[config.mk]
export PLATFORM = sky130hd
export DESIGN_NAME = echo_range_kalman_filter_unit_flat
export DESIGN_NICKNAME = d
export VERILOG_FILES = /design/src/rtl/erkf_pkg.sv /design/src/rtl/erkf_if.sv /design/src/rtl/echo_range_kalman_filter_unit.sv /design/src/flat_wrapper.sv
export SDC_FILE = /design/constraint.sdc
export NUM_CORES = 2
export LEC_CHECK = 0
export ABC_AREA = 1
export BUFFER_PORTS_ARGS = -buffer_cell sky130_fd_sc_hd__buf_2
export CORE_MARGIN = 2
export CORE_UTILIZATION = 45
export CTS_CLUSTER_DIAMETER = 30
export DETAILED_ROUTE_END_ITERATION = 7
export GPL_ROUTABILITY_DRIVEN = 0
export RECOVER_POWER = 25
export SLEW_MARGIN = 15
export SYNTH_ARGS = -nofsm -noshare
export SYNTH_HDL_FRONTEND = slang
export SYNTH_SLANG_ARGS = --single-unit
[constraint.sdc]
create_clock -name clk -period 11.2 [get_ports clk]
set_input_delay 1.68 -clock clk [delete_from_list [all_inputs] [get_ports clk]]
set_output_delay 1.68 -clock clk [all_outputs]
set_load 0.05 [all_outputs]
[src/rtl/erkf_pkg.sv]
// Shared widths, reset values and register codes for the echo range Kalman filter.
`timescale 1ns / 1ps

package erkf_pkg;

	localparam int TS_W   = 32;             // timestamp width
	localparam int TMO_W  = 16;             // timeout register width
	localparam int HGT_W  = 20;             // Q4.16 height width
	localparam int VAR_W  = 32;             // Q0.32 variance / gain width
	localparam int COS_W  = 16;             // Q1.14 cosine width
	localparam int TILT_W = HGT_W + 1;      // signed tilted height
	localparam int ADDR_W = 4;
	localparam int DATA_W = 32;

	localparam logic [TMO_W-1:0] TIMEOUT_RST = 16'd30000;
	localparam logic [HGT_W-1:0] MAXH_RST    = 20'd327680;
	localparam logic [VAR_W-1:0] PVAR_RST    = 32'd429497;
	localparam logic [VAR_W-1:0] MVAR_RST    = 32'd10737418;

	localparam logic [HGT_W-1:0] HGT_MAX = '1;

	// 170 m/s one way in Q8.16 metres per microsecond, scaled by 1e6
	localparam int SPD_W = 24;
	localparam logic [SPD_W-1:0] SPEED_Q = 24'd11141120;
	localparam int NUM_W = TMO_W + SPD_W;
	localparam logic [NUM_W-1:0] Z_ROUND = 40'd500000;
	localparam logic [HGT_W-1:0] Z_DIV   = 20'd1000000;

	// |cos_roll * cos_pitch| is at most 2^30
	localparam int PM_W = 2 * COS_W - 1;
	// tilt product is formed as x * pm >> HGT_W, then shifted right by TILT_SH more bits with round half up
	localparam int TILT_SH = 28 - HGT_W;

	localparam int CNT_W = 5;
	localparam logic [CNT_W-1:0] K_LAST   = 5'd31;  // last gain / multiply step
	localparam logic [CNT_W-1:0] Z_STEPS  = 5'd20;  // height quotient bits
	localparam logic [CNT_W-1:0] PM_STEPS = 5'd16;  // cosine product steps
	localparam logic [CNT_W-1:0] T_LAST   = 5'd19;  // last tilt step

	typedef enum logic [1:0] {
		REG_TIMEOUT,
		REG_MAXH,
		REG_PVAR,
		REG_MVAR
	} reg_idx_t;

endpackage

[src/rtl/erkf_if.sv]
// Valid/ready channel interfaces for echo edge items and height results.
`timescale 1ns / 1ps

interface erkf_echo_if;
	logic                               valid;
	logic                               ready;
	logic                               echo_level;
	logic [erkf_pkg::TS_W-1:0]          timestamp_us;
	logic signed [erkf_pkg::COS_W-1:0]  cos_roll;
	logic signed [erkf_pkg::COS_W-1:0]  cos_pitch;

	modport source (output valid, echo_level, timestamp_us, cos_roll, cos_pitch, input ready);
	modport sink   (input valid, echo_level, timestamp_us, cos_roll, cos_pitch, output ready);
endinterface

interface erkf_height_if;
	logic                               valid;
	logic                               ready;
	logic [erkf_pkg::HGT_W-1:0]         filtered_height;
	logic signed [erkf_pkg::TILT_W-1:0] tilted_height;
	logic                               out_of_range;

	modport source (output valid, filtered_height, tilted_height, out_of_range, input ready);
	modport sink   (input valid, filtered_height, tilted_height, out_of_range, output ready);
endinterface

[src/rtl/echo_range_kalman_filter_unit.sv]
// Echo ranging height filter: pulse width to height, scalar Kalman filter, tilt correction.
//
// echo channel: one transfer per echo line edge (level, microsecond timestamp, two
// Q1.14 tilt cosines). A rising edge only records its timestamp; the block stays idle.
// A falling edge measures the pulse width, converts it to a Q4.16 height (or the
// configured maximum when the width exceeds the timeout), updates the estimate and
// variance, and produces one transfer on the height channel.
// A falling edge occupies the block from its transfer until the block takes the next
// item, passing in order through a set-up state, bit-serial gain division (the height
// quotient and the cosine product run alongside), a second set-up state, bit-serial
// estimate and variance multiplication, an update state, bit-serial tilt multiplication
// and the load of the result register.
// The result register parts the two channels: a waiting result does not stop new
// items; only the next result waits in its last cycle until the old one is taken.
// Configuration is written through the APB port (4-byte registers at 0, 4, 8, 12);
// the user must write it only while the block is idle; the block does not enforce this.
// Reset (arst_n low) clears the estimate, variance, stored rise time and the result
// valid, and restores the register defaults.
`timescale 1ns / 1ps

module echo_range_kalman_filter_unit (
	input  logic                          clk,
	input  logic                          arst_n,
	erkf_echo_if.sink                     echo,
	erkf_height_if.source                 height,
	input  logic                          psel,
	input  logic                          penable,
	input  logic                          pwrite,
	input  logic [erkf_pkg::ADDR_W-1:0]   paddr,
	input  logic [erkf_pkg::DATA_W-1:0]   pwdata,
	output logic [erkf_pkg::DATA_W-1:0]   prdata,
	output logic                          pready
);

	typedef enum logic [2:0] {
		ST_IDLE,
		ST_PREP,
		ST_DIV,
		ST_SETUP,
		ST_MUL,
		ST_UPD,
		ST_TILT,
		ST_DONE
	} state_t;

	localparam int TS_W   = erkf_pkg::TS_W;
	localparam int TMO_W  = erkf_pkg::TMO_W;
	localparam int HGT_W  = erkf_pkg::HGT_W;
	localparam int VAR_W  = erkf_pkg::VAR_W;
	localparam int COS_W  = erkf_pkg::COS_W;
	localparam int TILT_W = erkf_pkg::TILT_W;
	localparam int NUM_W  = erkf_pkg::NUM_W;
	localparam int PM_W   = erkf_pkg::PM_W;
	localparam int CNT_W  = erkf_pkg::CNT_W;
	localparam int TR_W   = PM_W - erkf_pkg::TILT_SH + 1;

	// configuration registers
	logic [TMO_W-1:0] timeout_q;
	logic [HGT_W-1:0] maxh_q;
	logic [VAR_W-1:0] pvar_q;
	logic [VAR_W-1:0] mvar_q;

	// filter state
	logic [TS_W-1:0]  rise_q;
	logic [HGT_W-1:0] x_q;
	logic [VAR_W-1:0] var_q;

	// working registers
	state_t           state_q;
	logic [CNT_W-1:0] cnt_q;
	logic [TS_W-1:0]  width_q;
	logic [VAR_W-1:0] p1_q;
	logic [VAR_W:0]   den_q;
	logic             oor_q;
	logic [NUM_W-1:0] zn_q;
	logic [VAR_W:0]   rem_q;
	logic [VAR_W-1:0] kq_q;
	logic [COS_W-1:0] crm_q;
	logic [COS_W-1:0] cpm_q;
	logic             tneg_q;
	logic [PM_W-1:0]  pm_q;
	logic [VAR_W:0]   m2_q;
	logic [HGT_W-1:0] mag_q;
	logic             dneg_q;
	logic [HGT_W-1:0] accd_q;
	logic             rnd_q;
	logic [VAR_W:0]   accv_q;
	logic [HGT_W-1:0] xs_q;
	logic [PM_W-1:0]  acct_q;

	// result register
	logic                     out_valid_q;
	logic [HGT_W-1:0]         out_fh_q;
	logic signed [TILT_W-1:0] out_th_q;
	logic                     out_oor_q;

	logic cfg_wr;
	logic accept;

	// step logic
	logic [VAR_W+1:0] rem_sh;
	logic             k_ge;
	logic [VAR_W:0]   rem_nx;
	logic [HGT_W:0]   z_t;
	logic             z_ge;
	logic [HGT_W-1:0] z_hi;
	logic [PM_W-1:0]  pm_nx;
	logic [HGT_W:0]   d_sum;
	logic [VAR_W+1:0] v_sum;
	logic [PM_W:0]    t_sum;
	logic [COS_W-1:0] crm;
	logic [COS_W-1:0] cpm;
	logic [VAR_W:0]   p1_sum;
	logic [VAR_W-1:0] p1_sat;
	logic [NUM_W-1:0] z_num;
	logic [HGT_W-1:0] z_sel;
	logic             z_lt;
	logic [VAR_W-1:0] k_fix;
	logic [HGT_W:0]   delta;
	logic [HGT_W+1:0] x_sum;
	logic [HGT_W-1:0] x_new;
	logic [TR_W-1:0]  t_raw;
	logic [HGT_W-1:0] t_mag;

	assign pready = 1'b1;
	assign cfg_wr = psel & penable & pwrite & pready;

	always_ff @(posedge clk or negedge arst_n) begin
		if (!arst_n) begin
			timeout_q <= erkf_pkg::TIMEOUT_RST;
			maxh_q    <= erkf_pkg::MAXH_RST;
			pvar_q    <= erkf_pkg::PVAR_RST;
			mvar_q    <= erkf_pkg::MVAR_RST;
		end else if (cfg_wr) begin
			unique case (erkf_pkg::reg_idx_t'(paddr[erkf_pkg::ADDR_W-1:2]))
				erkf_pkg::REG_TIMEOUT: timeout_q <= pwdata[TMO_W-1:0];
				erkf_pkg::REG_MAXH:    maxh_q    <= pwdata[HGT_W-1:0];
				erkf_pkg::REG_PVAR:    pvar_q    <= pwdata[VAR_W-1:0];
				erkf_pkg::REG_MVAR:    mvar_q    <= pwdata[VAR_W-1:0];
				default: ;
			endcase
		end
	end

	always_comb begin
		unique case (erkf_pkg::reg_idx_t'(paddr[erkf_pkg::ADDR_W-1:2]))
			erkf_pkg::REG_TIMEOUT: prdata = erkf_pkg::DATA_W'(timeout_q);
			erkf_pkg::REG_MAXH:    prdata = erkf_pkg::DATA_W'(maxh_q);
			erkf_pkg::REG_PVAR:    prdata = erkf_pkg::DATA_W'(pvar_q);
			erkf_pkg::REG_MVAR:    prdata = erkf_pkg::DATA_W'(mvar_q);
			default:               prdata = '0;
		endcase
	end

	assign echo.ready = (state_q == ST_IDLE);
	assign accept     = echo.valid & echo.ready;

	assign height.valid           = out_valid_q;
	assign height.filtered_height = out_fh_q;
	assign height.tilted_height   = out_th_q;
	assign height.out_of_range    = out_oor_q;

	always_comb begin
		// cosine magnitudes; the most negative code maps to 2^15
		crm = echo.cos_roll[COS_W-1]  ? COS_W'(~echo.cos_roll + 1'b1)  : echo.cos_roll;
		cpm = echo.cos_pitch[COS_W-1] ? COS_W'(~echo.cos_pitch + 1'b1) : echo.cos_pitch;

		p1_sum = {1'b0, var_q} + {1'b0, pvar_q};
		p1_sat = p1_sum[VAR_W] ? '1 : p1_sum[VAR_W-1:0];

		z_num = NUM_W'(width_q[TMO_W-1:0]) * NUM_W'(erkf_pkg::SPEED_Q) + erkf_pkg::Z_ROUND;

		// gain: one restoring division step per cycle
		rem_sh = {rem_q, 1'b0};
		k_ge   = (rem_sh >= {1'b0, den_q});
		rem_nx = k_ge ? (VAR_W+1)'(rem_sh - {1'b0, den_q}) : rem_sh[VAR_W:0];

		// height quotient: remainder sits above the dividend bits
		z_t  = zn_q[NUM_W-1:HGT_W-1];
		z_ge = (z_t >= {1'b0, erkf_pkg::Z_DIV});
		z_hi = z_ge ? HGT_W'(z_t - {1'b0, erkf_pkg::Z_DIV}) : z_t[HGT_W-1:0];

		// cosine product, most significant bit first
		pm_nx = {pm_q[PM_W-2:0], 1'b0} + (cpm_q[COS_W-1] ? PM_W'(crm_q) : '0);

		// shift-right multipliers, least significant multiplier bit first
		d_sum = {1'b0, accd_q} + (kq_q[0] ? {1'b0, mag_q} : '0);
		v_sum = {1'b0, accv_q} + (p1_q[0] ? {1'b0, m2_q} : '0);
		t_sum = {1'b0, acct_q} + (xs_q[0] ? {1'b0, pm_q} : '0);

		z_sel = oor_q ? maxh_q : zn_q[HGT_W-1:0];
		z_lt  = (z_sel < x_q);
		k_fix = (den_q == '0) ? '0 : kq_q;

		delta = {1'b0, accd_q} + (HGT_W+1)'(rnd_q);
		x_sum = {2'b0, x_q} + {1'b0, delta};
		if (dneg_q) begin
			x_new = (delta > {1'b0, x_q}) ? '0 : HGT_W'({1'b0, x_q} - delta);
		end else begin
			x_new = (x_sum > (HGT_W+2)'(erkf_pkg::HGT_MAX)) ? erkf_pkg::HGT_MAX
			                                                 : x_sum[HGT_W-1:0];
		end

		// round half up on the bit below the kept field, then saturate
		t_raw = TR_W'(acct_q[PM_W-1:erkf_pkg::TILT_SH])
		      + TR_W'(acct_q[erkf_pkg::TILT_SH-1]);
		t_mag = (t_raw > TR_W'(erkf_pkg::HGT_MAX)) ? erkf_pkg::HGT_MAX
		                                           : t_raw[HGT_W-1:0];
	end

	always_ff @(posedge clk or negedge arst_n) begin
		if (!arst_n) begin
			state_q     <= ST_IDLE;
			cnt_q       <= '0;
			rise_q      <= '0;
			x_q         <= '0;
			var_q       <= '0;
			out_valid_q <= 1'b0;
		end else begin
			if (height.ready && state_q != ST_DONE) begin
				out_valid_q <= 1'b0;
			end
			unique case (state_q)
				ST_IDLE: begin
					if (accept) begin
						if (echo.echo_level) begin
							rise_q <= echo.timestamp_us;
						end else begin
							width_q <= echo.timestamp_us - rise_q;
							p1_q    <= p1_sat;
							crm_q   <= crm;
							cpm_q   <= cpm;
							tneg_q  <= echo.cos_roll[COS_W-1] ^ echo.cos_pitch[COS_W-1];
							pm_q    <= '0;
							state_q <= ST_PREP;
						end
					end
				end
				ST_PREP: begin
					oor_q   <= (width_q > TS_W'(timeout_q));
					zn_q    <= z_num;
					den_q   <= {1'b0, p1_q} + {1'b0, mvar_q};
					rem_q   <= {1'b0, p1_q};
					cnt_q   <= '0;
					state_q <= ST_DIV;
				end
				ST_DIV: begin
					rem_q <= rem_nx;
					kq_q  <= {kq_q[VAR_W-2:0], k_ge};
					if (cnt_q < erkf_pkg::Z_STEPS) begin
						zn_q <= {z_hi, zn_q[HGT_W-2:0], z_ge};
					end
					if (cnt_q < erkf_pkg::PM_STEPS) begin
						pm_q  <= pm_nx;
						cpm_q <= {cpm_q[COS_W-2:0], 1'b0};
					end
					if (cnt_q == erkf_pkg::K_LAST) begin
						state_q <= ST_SETUP;
					end else begin
						cnt_q <= cnt_q + 1'b1;
					end
				end
				ST_SETUP: begin
					kq_q    <= k_fix;
					m2_q    <= {1'b1, {VAR_W{1'b0}}} - {1'b0, k_fix};
					dneg_q  <= z_lt;
					mag_q   <= z_lt ? HGT_W'(x_q - z_sel) : HGT_W'(z_sel - x_q);
					accd_q  <= '0;
					rnd_q   <= 1'b0;
					accv_q  <= '0;
					cnt_q   <= '0;
					state_q <= ST_MUL;
				end
				ST_MUL: begin
					accd_q <= d_sum[HGT_W:1];
					rnd_q  <= d_sum[0];
					kq_q   <= {1'b0, kq_q[VAR_W-1:1]};
					accv_q <= v_sum[VAR_W+1:1];
					p1_q   <= {1'b0, p1_q[VAR_W-1:1]};
					if (cnt_q == erkf_pkg::K_LAST) begin
						state_q <= ST_UPD;
					end else begin
						cnt_q <= cnt_q + 1'b1;
					end
				end
				ST_UPD: begin
					x_q     <= x_new;
					xs_q    <= x_new;
					var_q   <= accv_q[VAR_W-1:0];
					acct_q  <= '0;
					cnt_q   <= '0;
					state_q <= ST_TILT;
				end
				ST_TILT: begin
					acct_q <= t_sum[PM_W:1];
					xs_q   <= {1'b0, xs_q[HGT_W-1:1]};
					if (cnt_q == erkf_pkg::T_LAST) begin
						state_q <= ST_DONE;
					end else begin
						cnt_q <= cnt_q + 1'b1;
					end
				end
				ST_DONE: begin
					// hold until the result register is free or being emptied
					if (!out_valid_q || height.ready) begin
						out_valid_q <= 1'b1;
						out_fh_q    <= x_q;
						out_th_q    <= tneg_q ? TILT_W'(-$signed({1'b0, t_mag}))
						                      : TILT_W'($signed({1'b0, t_mag}));
						out_oor_q   <= oor_q;
						state_q     <= ST_IDLE;
					end
				end
				default: state_q <= ST_IDLE;
			endcase
		end
	end

endmodule

[src/flat_wrapper.sv]
// flat-port wrapper written by rule: the top's interface ports become plain ports
module echo_range_kalman_filter_unit_flat 
  (clk, arst_n, psel, penable, pwrite, paddr, pwdata, prdata, pready, echo_valid, echo_echo_level, echo_timestamp_us, echo_cos_roll, echo_cos_pitch, echo_ready, height_valid, height_filtered_height, height_tilted_height, height_out_of_range, height_ready);
  erkf_echo_if echo_i ();
  erkf_height_if height_i ();
  input  logic clk;
  input  logic arst_n;
  input  logic psel;
  input  logic penable;
  input  logic pwrite;
  input  logic [erkf_pkg::ADDR_W-1:0] paddr;
  input  logic [erkf_pkg::DATA_W-1:0] pwdata;
  output logic [erkf_pkg::DATA_W-1:0] prdata;
  output logic pready;
  input wire logic [$bits(echo_i.valid)-1:0] echo_valid;
  input wire logic [$bits(echo_i.echo_level)-1:0] echo_echo_level;
  input wire logic [$bits(echo_i.timestamp_us)-1:0] echo_timestamp_us;
  input wire logic [$bits(echo_i.cos_roll)-1:0] echo_cos_roll;
  input wire logic [$bits(echo_i.cos_pitch)-1:0] echo_cos_pitch;
  output wire logic [$bits(echo_i.ready)-1:0] echo_ready;
  output wire logic [$bits(height_i.valid)-1:0] height_valid;
  output wire logic [$bits(height_i.filtered_height)-1:0] height_filtered_height;
  output wire logic [$bits(height_i.tilted_height)-1:0] height_tilted_height;
  output wire logic [$bits(height_i.out_of_range)-1:0] height_out_of_range;
  input wire logic [$bits(height_i.ready)-1:0] height_ready;
  assign echo_i.valid = echo_valid;
  assign echo_i.echo_level = echo_echo_level;
  assign echo_i.timestamp_us = echo_timestamp_us;
  assign echo_i.cos_roll = echo_cos_roll;
  assign echo_i.cos_pitch = echo_cos_pitch;
  assign echo_ready = echo_i.ready;
  assign height_valid = height_i.valid;
  assign height_filtered_height = height_i.filtered_height;
  assign height_tilted_height = height_i.tilted_height;
  assign height_out_of_range = height_i.out_of_range;
  assign height_i.ready = height_ready;
  echo_range_kalman_filter_unit u_core (.clk(clk), .arst_n(arst_n), .echo(echo_i), .height(height_i), .psel(psel), .penable(penable), .pwrite(pwrite), .paddr(paddr), .pwdata(pwdata), .prdata(prdata), .pready(pready));
endmodule
=== After elaboration in Yosys (flattened, before gate mapping) ===
Cells that the tools add are included.

* Bits in registers: 661
* Input port bits: 108
* Logic and storage cells: 179

* Add/sub/neg operators: 21
* $mul: 1
* $lt $le $gt $ge: 9
* Equality and inequality tests: 23
* Mux-type cells: 51
* Bitwise gates (word level): 7
* Reduce and logical (&&, ||, !) cells: 33

{| class="wikitable"
|+ Operator list
! cell !! number
|-
| 20-bit two-way mux || 9
|-
| 33-bit case mux with 2 select lines || 2
|-
| 32-bit two-way mux || 4
|-
| 32-bit case mux with 4 select lines || 1
|-
| 31-bit two-way mux || 4
|-
| 31-bit case mux with 2 select lines || 2
|-
| 32-bit case mux with 3 select lines || 1
|-
| 16-bit two-way mux || 5
|-
| 20-bit case mux with 2 select lines || 2
|-
| 40-bit case mux with 2 select lines || 1
|-
| 32-bit by 32-bit adder with 33-bit output || 2
|-
| 33-bit two-way mux || 2
|-
| 32-bit case mux with 2 select lines || 1
|-
| 20-bit subtractor || 3
|-
| 40-bit by 19-bit adder with 40-bit output (second input constant) || 1
|-
| 40-bit two-way mux || 1
|-
| 33-bit by 34-bit adder with 34-bit output || 1
|-
| 34-bit by 33-bit greater-or-equal comparator with 1-bit output || 1
|-
| 33-bit zero test || 1
|-
| 33-bit by 32-bit subtractor with 33-bit output (first input constant) || 1
|-
| 33-bit subtractor || 1
|-
| 16-bit by 1-bit adder with 16-bit output (second input constant) || 2
|-
| 31-bit by 32-bit adder with 32-bit output || 1
|-
| 32-bit by 16-bit > comparator with 1-bit output || 1
|-
| other kinds (51) || 95
|}

=== Longest topological paths before layout ===
* Word-level depth: 6
* Gate-level depth with buffers: 30
* Gate-level depth less buffers: 30

=== Least setup slack after synthesis ===
OpenSTA, ideal clock, no wires.

* Path type: in2reg
* Start point: input port arst_n
* End point: register u_core.acct_q[0] (enable)
* Setup time: 0.523 ns
* Arrival time: 5.408 ns
* Slack: 5.270 ns
* Stages on the path: 2
* Path buffers: 0
* Cells stage by stage: clkinv_1 nor3_1

* Cells in the longest elaborated chain, start to end: 1

{| class="wikitable"
|+ Ends and longest elaborated chain
! element !! RTL line !! text
|-
| start: declaration || flat_wrapper.sv:7 || <nowiki>input logic arst_n;</nowiki>
|-
| 2-bit AND reduction (no source line) || n/a ||
|-
| end signal: assignment || echo_range_kalman_filter_unit.sv:295 || <nowiki>acct_q <= t_sum[PM_W:1];</nowiki>
|-
| end: declaration || echo_range_kalman_filter_unit.sv:89 || <nowiki>logic [PM_W-1:0] acct_q;</nowiki>
|}

Every way passes these cells.
A chain may end at the register's enable or synchronous reset.

=== Worst setup path after layout ===
* Start point: input port paddr[2] (netlist name)
* End point: output port prdata[0] (netlist name)

* Cells in the longest elaborated chain, start to end: 2
* Elaborated cells on any way between the ends: 5

{| class="wikitable"
|+ Ends and longest elaborated chain
! element !! RTL line !! text
|-
| start: declaration || flat_wrapper.sv:11 || <nowiki>input logic [erkf_pkg::ADDR_W-1:0] paddr;</nowiki>
|-
| 2-bit == test (tied with other cells) || echo_range_kalman_filter_unit.sv:146 || <nowiki>unique case (erkf_pkg::reg_idx_t'(paddr[erkf_pkg::ADDR_W-1:2]))</nowiki>
|-
| 32-bit case mux with 4 select lines * || echo_range_kalman_filter_unit.sv:146 ||
|-
| end: declaration || flat_wrapper.sv:13 || <nowiki>output logic [erkf_pkg::DATA_W-1:0] prdata;</nowiki>
|}

Mark *: on every way between the ends. The rest lies on a longest branch, timed or not.

==> summary.txt <==
Detailed routing
  • Routed WL: 147000 µm
  • Post-DR wirelength/cell: 17.5 µm
  • Drt pass-1 iters: 6
  • Iteration-0 DRC Markers: 3713
  • Detailed-route DRC error count: 0
  • Total number of vias: around 45000
  • Antenna Nets Post-Route: 0
  • Number of vias per cell: roughly 5.4

Synth
  • Top-count cell post-synth: nand2_1
  • Ys async rst share: 0.292
  • Synth cell types: 67
  • Top cells by count, synth: nand2_1 (1531), inv_1 (968), nor2_1 (601)
  • Syn Area/Cell: around 7.7 µm²
  • Post-synth EDFFs: 468
  • Top cell type's share of synthesized area: 0.280
  • Yosys top cell by area: edfxtp_1
  • Sequential cell area fraction in the yosys report: 0.377
  • Syn. warnings: 0
  • Post-synthesis register bit count: 661
  • Synth Cell Area: 0.0501 mm²
  • Synth area leaders: edfxtp_1 (28%), nand2_1 (11%), ha_1 (10%)
  • Post-Syn Nets: between 7000 and 8000
  • Synth Flop Type: edfxtp_1
  • Syn Inst Count: between 6000 and 7000

Timing
  • Hold Slack: 0.485 ns
  • Highest clock rate: 0.162 GHz
  • Final setup viols: 0
  • Worst-margin pin slew: between 4 and 5 ns
  • Worst clock skew: 0.0457 ns
  • RSZ-0062 raised after global routing: false
  • Final hold vios: 0
  • Min Tclk post-route: 6.19 ns
  • Slew headroom: -1.83
  • Final worst path period share: 0.553
  • Slew Limit Fails: 713
  • Setup TNS: 0 ns

Die
  • Core Area: 0.111 mm²
  • Num ports: 185
  • FP Rows: 122
  • Initial Util: 0.454
  • Die X: 338 µm
  • Die Ht: 338 µm
  • Die area: 0.114 mm²

Pwr
  • Int Power: 0.00980 W
  • Switching share of power: 0.436
  • Power share of the combinational group: 0.456
  • Lkg Pwr: 27.7 nW
  • Flop pwr share: 0.247
  • Power per standard cell area: about 300 mW/mm²
  • Clock power share: 0.297
  • Sw Pwr: 0.00758 W
  • Maximum vdd drop: 0.154 mV

Layout
  • Synth-to-layout area growth: 17.3%
  • Multi-input gate area: around 0.027 mm²
  • FF+latch area: 0.0189 mm²
  • FILL cells: 10558
  • Layout cells sized above 1: 0.0930
  • Nets: 7310

Clock tree
  • Post-CTS Resized: 0
  • Setup Fix Bufs, Post-CTS: 0
  • CTS tree: yes
  • H-tree levels: 4
  • Clk_lat worst skew: roughly 0.8 ns
  • CTS sink count: ~660
  • Num CTS Buffers: 180
  • Max Buffers Root-to-Sink: 3
  • Cts hold-fix bufs: 0
  • Root buffer cell: clkbuf_16
  • Clock transition at path regs: 0.05 ns

Run
  • Max-Cap Viols: 14

Global route
  • Largest net degree at the start of global routing: 77
  • Number of global-route vias before repair: 42359
  • First-pass GRT wire length: 231000 µm
  • Grt ovf: 0
  • GRT Overall Usage: 0.256
  • Initial antenna violation count: 10

Outcome
  • Failing checks: capacitance limit, slew limit
  • Outcome: finished, violations left

Place
  • Port bufs: 181
  • Dpl hpwl: 113000 µm

Critical path
  • CP arrival: 4.51 ns
  • Data required, critical path: 9.52 ns
  • Worst Setup Path Type: primary input to primary output
  • CP Launch Type: primary input
  • Crit. End Element: primary output
  • CP Max Fanout: 33

Worst hold path
  • Hold Crit Class: flip-flop to flip-flop
routing by layer:
metal / share of wire / track usage / vias to the layer above / wire, µm
met1: 0.46 / 0.359 / 21100 / 67800
li1: - / - / 22310 / -
met2: 0.45 / 0.403 / 1363 / 65700
met3: 0.069 / 0.0450 / 261 / 10200
met4: 0.024 / 0.0761 / 12 / 3600
met5: 0.00038 / 0 / - / 56
power groups by stage:
stage / Clock (W) / Sequential, W / Combinational (W)
floorplan: 0 / 0.00411 / 0.00576
global placement: 0 / 0.00431 / 0.00768
detailed placement: 0 / 0.00432 / 0.00776
CTS: 0.00522 / 0.00429 / 0.00782
global route: 0.00537 / 0.00435 / 0.00891
finish: 0.00516 / 0.00429 / 0.00793
sequential cells by signal (all words and copies together), names as in the netlist, 21 cells and up:
| signal | cells |
|---|---|
| u_core.m2_q | 33 |
| u_core.rise_q | 32 |
| u_core.pm_q | 31 |
| u_core.acct_q | 31 |
| u_core.zn_q | 40 |
| u_core.den_q | 33 |
| u_core.p1_q | 32 |
| u_core.mvar_q | 32 |
| u_core.width_q | 32 |
| u_core.pvar_q | 32 |
| u_core.var_q | 32 |
| u_core.kq_q | 32 |
| u_core.height.tilted_height | 21 |
| u_core.accv_q | 33 |
| u_core.rem_q | 33 |
final cells by class:
class | instances | share of cell area
tap | 1488 | 0.0317
clock inverter | 118 | 0.0217
timing repair buffer | 217 | 0.0192
antenna | 1 | 0.0000426
sequential | 661 | 0.322
inverter | 982 | 0.0627
clock buffer | 223 | 0.0837
multi-input combinational | 4716 | 0.459
path summary, 6_finish.rpt:
check	slack, ns	startpoint	end	cells past startpoint
max	5.01	paddr[2]	prdata[0]	5
min	0.48	u_core.var_q[25]$_DFFE_PN0P_	u_core.var_q[25]$_DFFE_PN0P_	2
max reg2reg	5.04	u_core.state_q[0]$_DFFE_PN0P_	u_core.zn_q[34]$_DFFE_PP_	6
min reg2reg	0.48	u_core.var_q[25]$_DFFE_PN0P_	u_core.var_q[25]$_DFFE_PN0P_	2
max in group asynchronous	5.86	arst_n	u_core.pvar_q[12]$_DFFE_PN0P_	2
min in group asynchronous	0.86	arst_n	u_core.var_q[6]$_DFFE_PN0P_	1
placed cells by master (no fill, tap or decap), types with 33 or more instances in the layout:
| cell type | instances |
|---|---|
| a21o_1 | 43 |
| a21oi_1 | 551 |
| a31oi_1 | 38 |
| buf_2 | 173 |
| clkbuf_1 | 43 |
| clkbuf_16 | 185 |
| clkinv_2 | 36 |
| dfrtp_1 | 161 |
| edfxtp_1 | 468 |
| fa_1 | 34 |
| ha_1 | 410 |
| inv_1 | 969 |
| nand2_1 | 1530 |
| nand3_1 | 233 |
| nand4_1 | 68 |
| nor2_1 | 593 |
| nor3_1 | 79 |
| nor4_1 | 35 |
| o21a_1 | 46 |
| o21ai_0 | 434 |
| o21bai_1 | 33 |
| o221ai_1 | 45 |
| xnor2_1 | 84 |
| xor2_1 | 169 |
stage by stage:
stage	util	std cells	cell area, µm²	power, W	worst slack (ns)
2_1_floorplan	-	6503	50100	0.00988	5.27
3_3_place_gp	0.477	8064	52700	0.0120	5.79
3_5_place_dp	0.477	8064	52700	0.0121	5.80
4_1_cts	0.533	8405	58900	0.0173	5.78
5_1_grt	0.532	8406	58800	0.0186	4.51
6_report	0.532	8406	58800	0.0174	5.01
cells by family after synthesis:
| kind of cell | count (synthesis) | synth area share |
|---|---|---|
| AND/OR/NAND/NOR | 2665 | 0.222 |
| AO/OA/AOI/OAI | 1339 | 0.151 |
| multiplexers | 13 | 0.00267 |
| flip-flops | 661 | 0.377 |
| other | 1 | 0.0000748 |
| buffers and inverters | 1126 | 0.0859 |
| adder cells (fa/ha/maj) | 444 | 0.116 |
| XOR/XNOR | 254 | 0.0445 |
critical path, cell delays in order:
cell and delay, ns:
clkbuf_1 0.10, nand2_1 0.07, clkbuf_1 1.50, o2111ai_1 0.69
buf_2 0.42
Power figures use the tool's default switching activity.
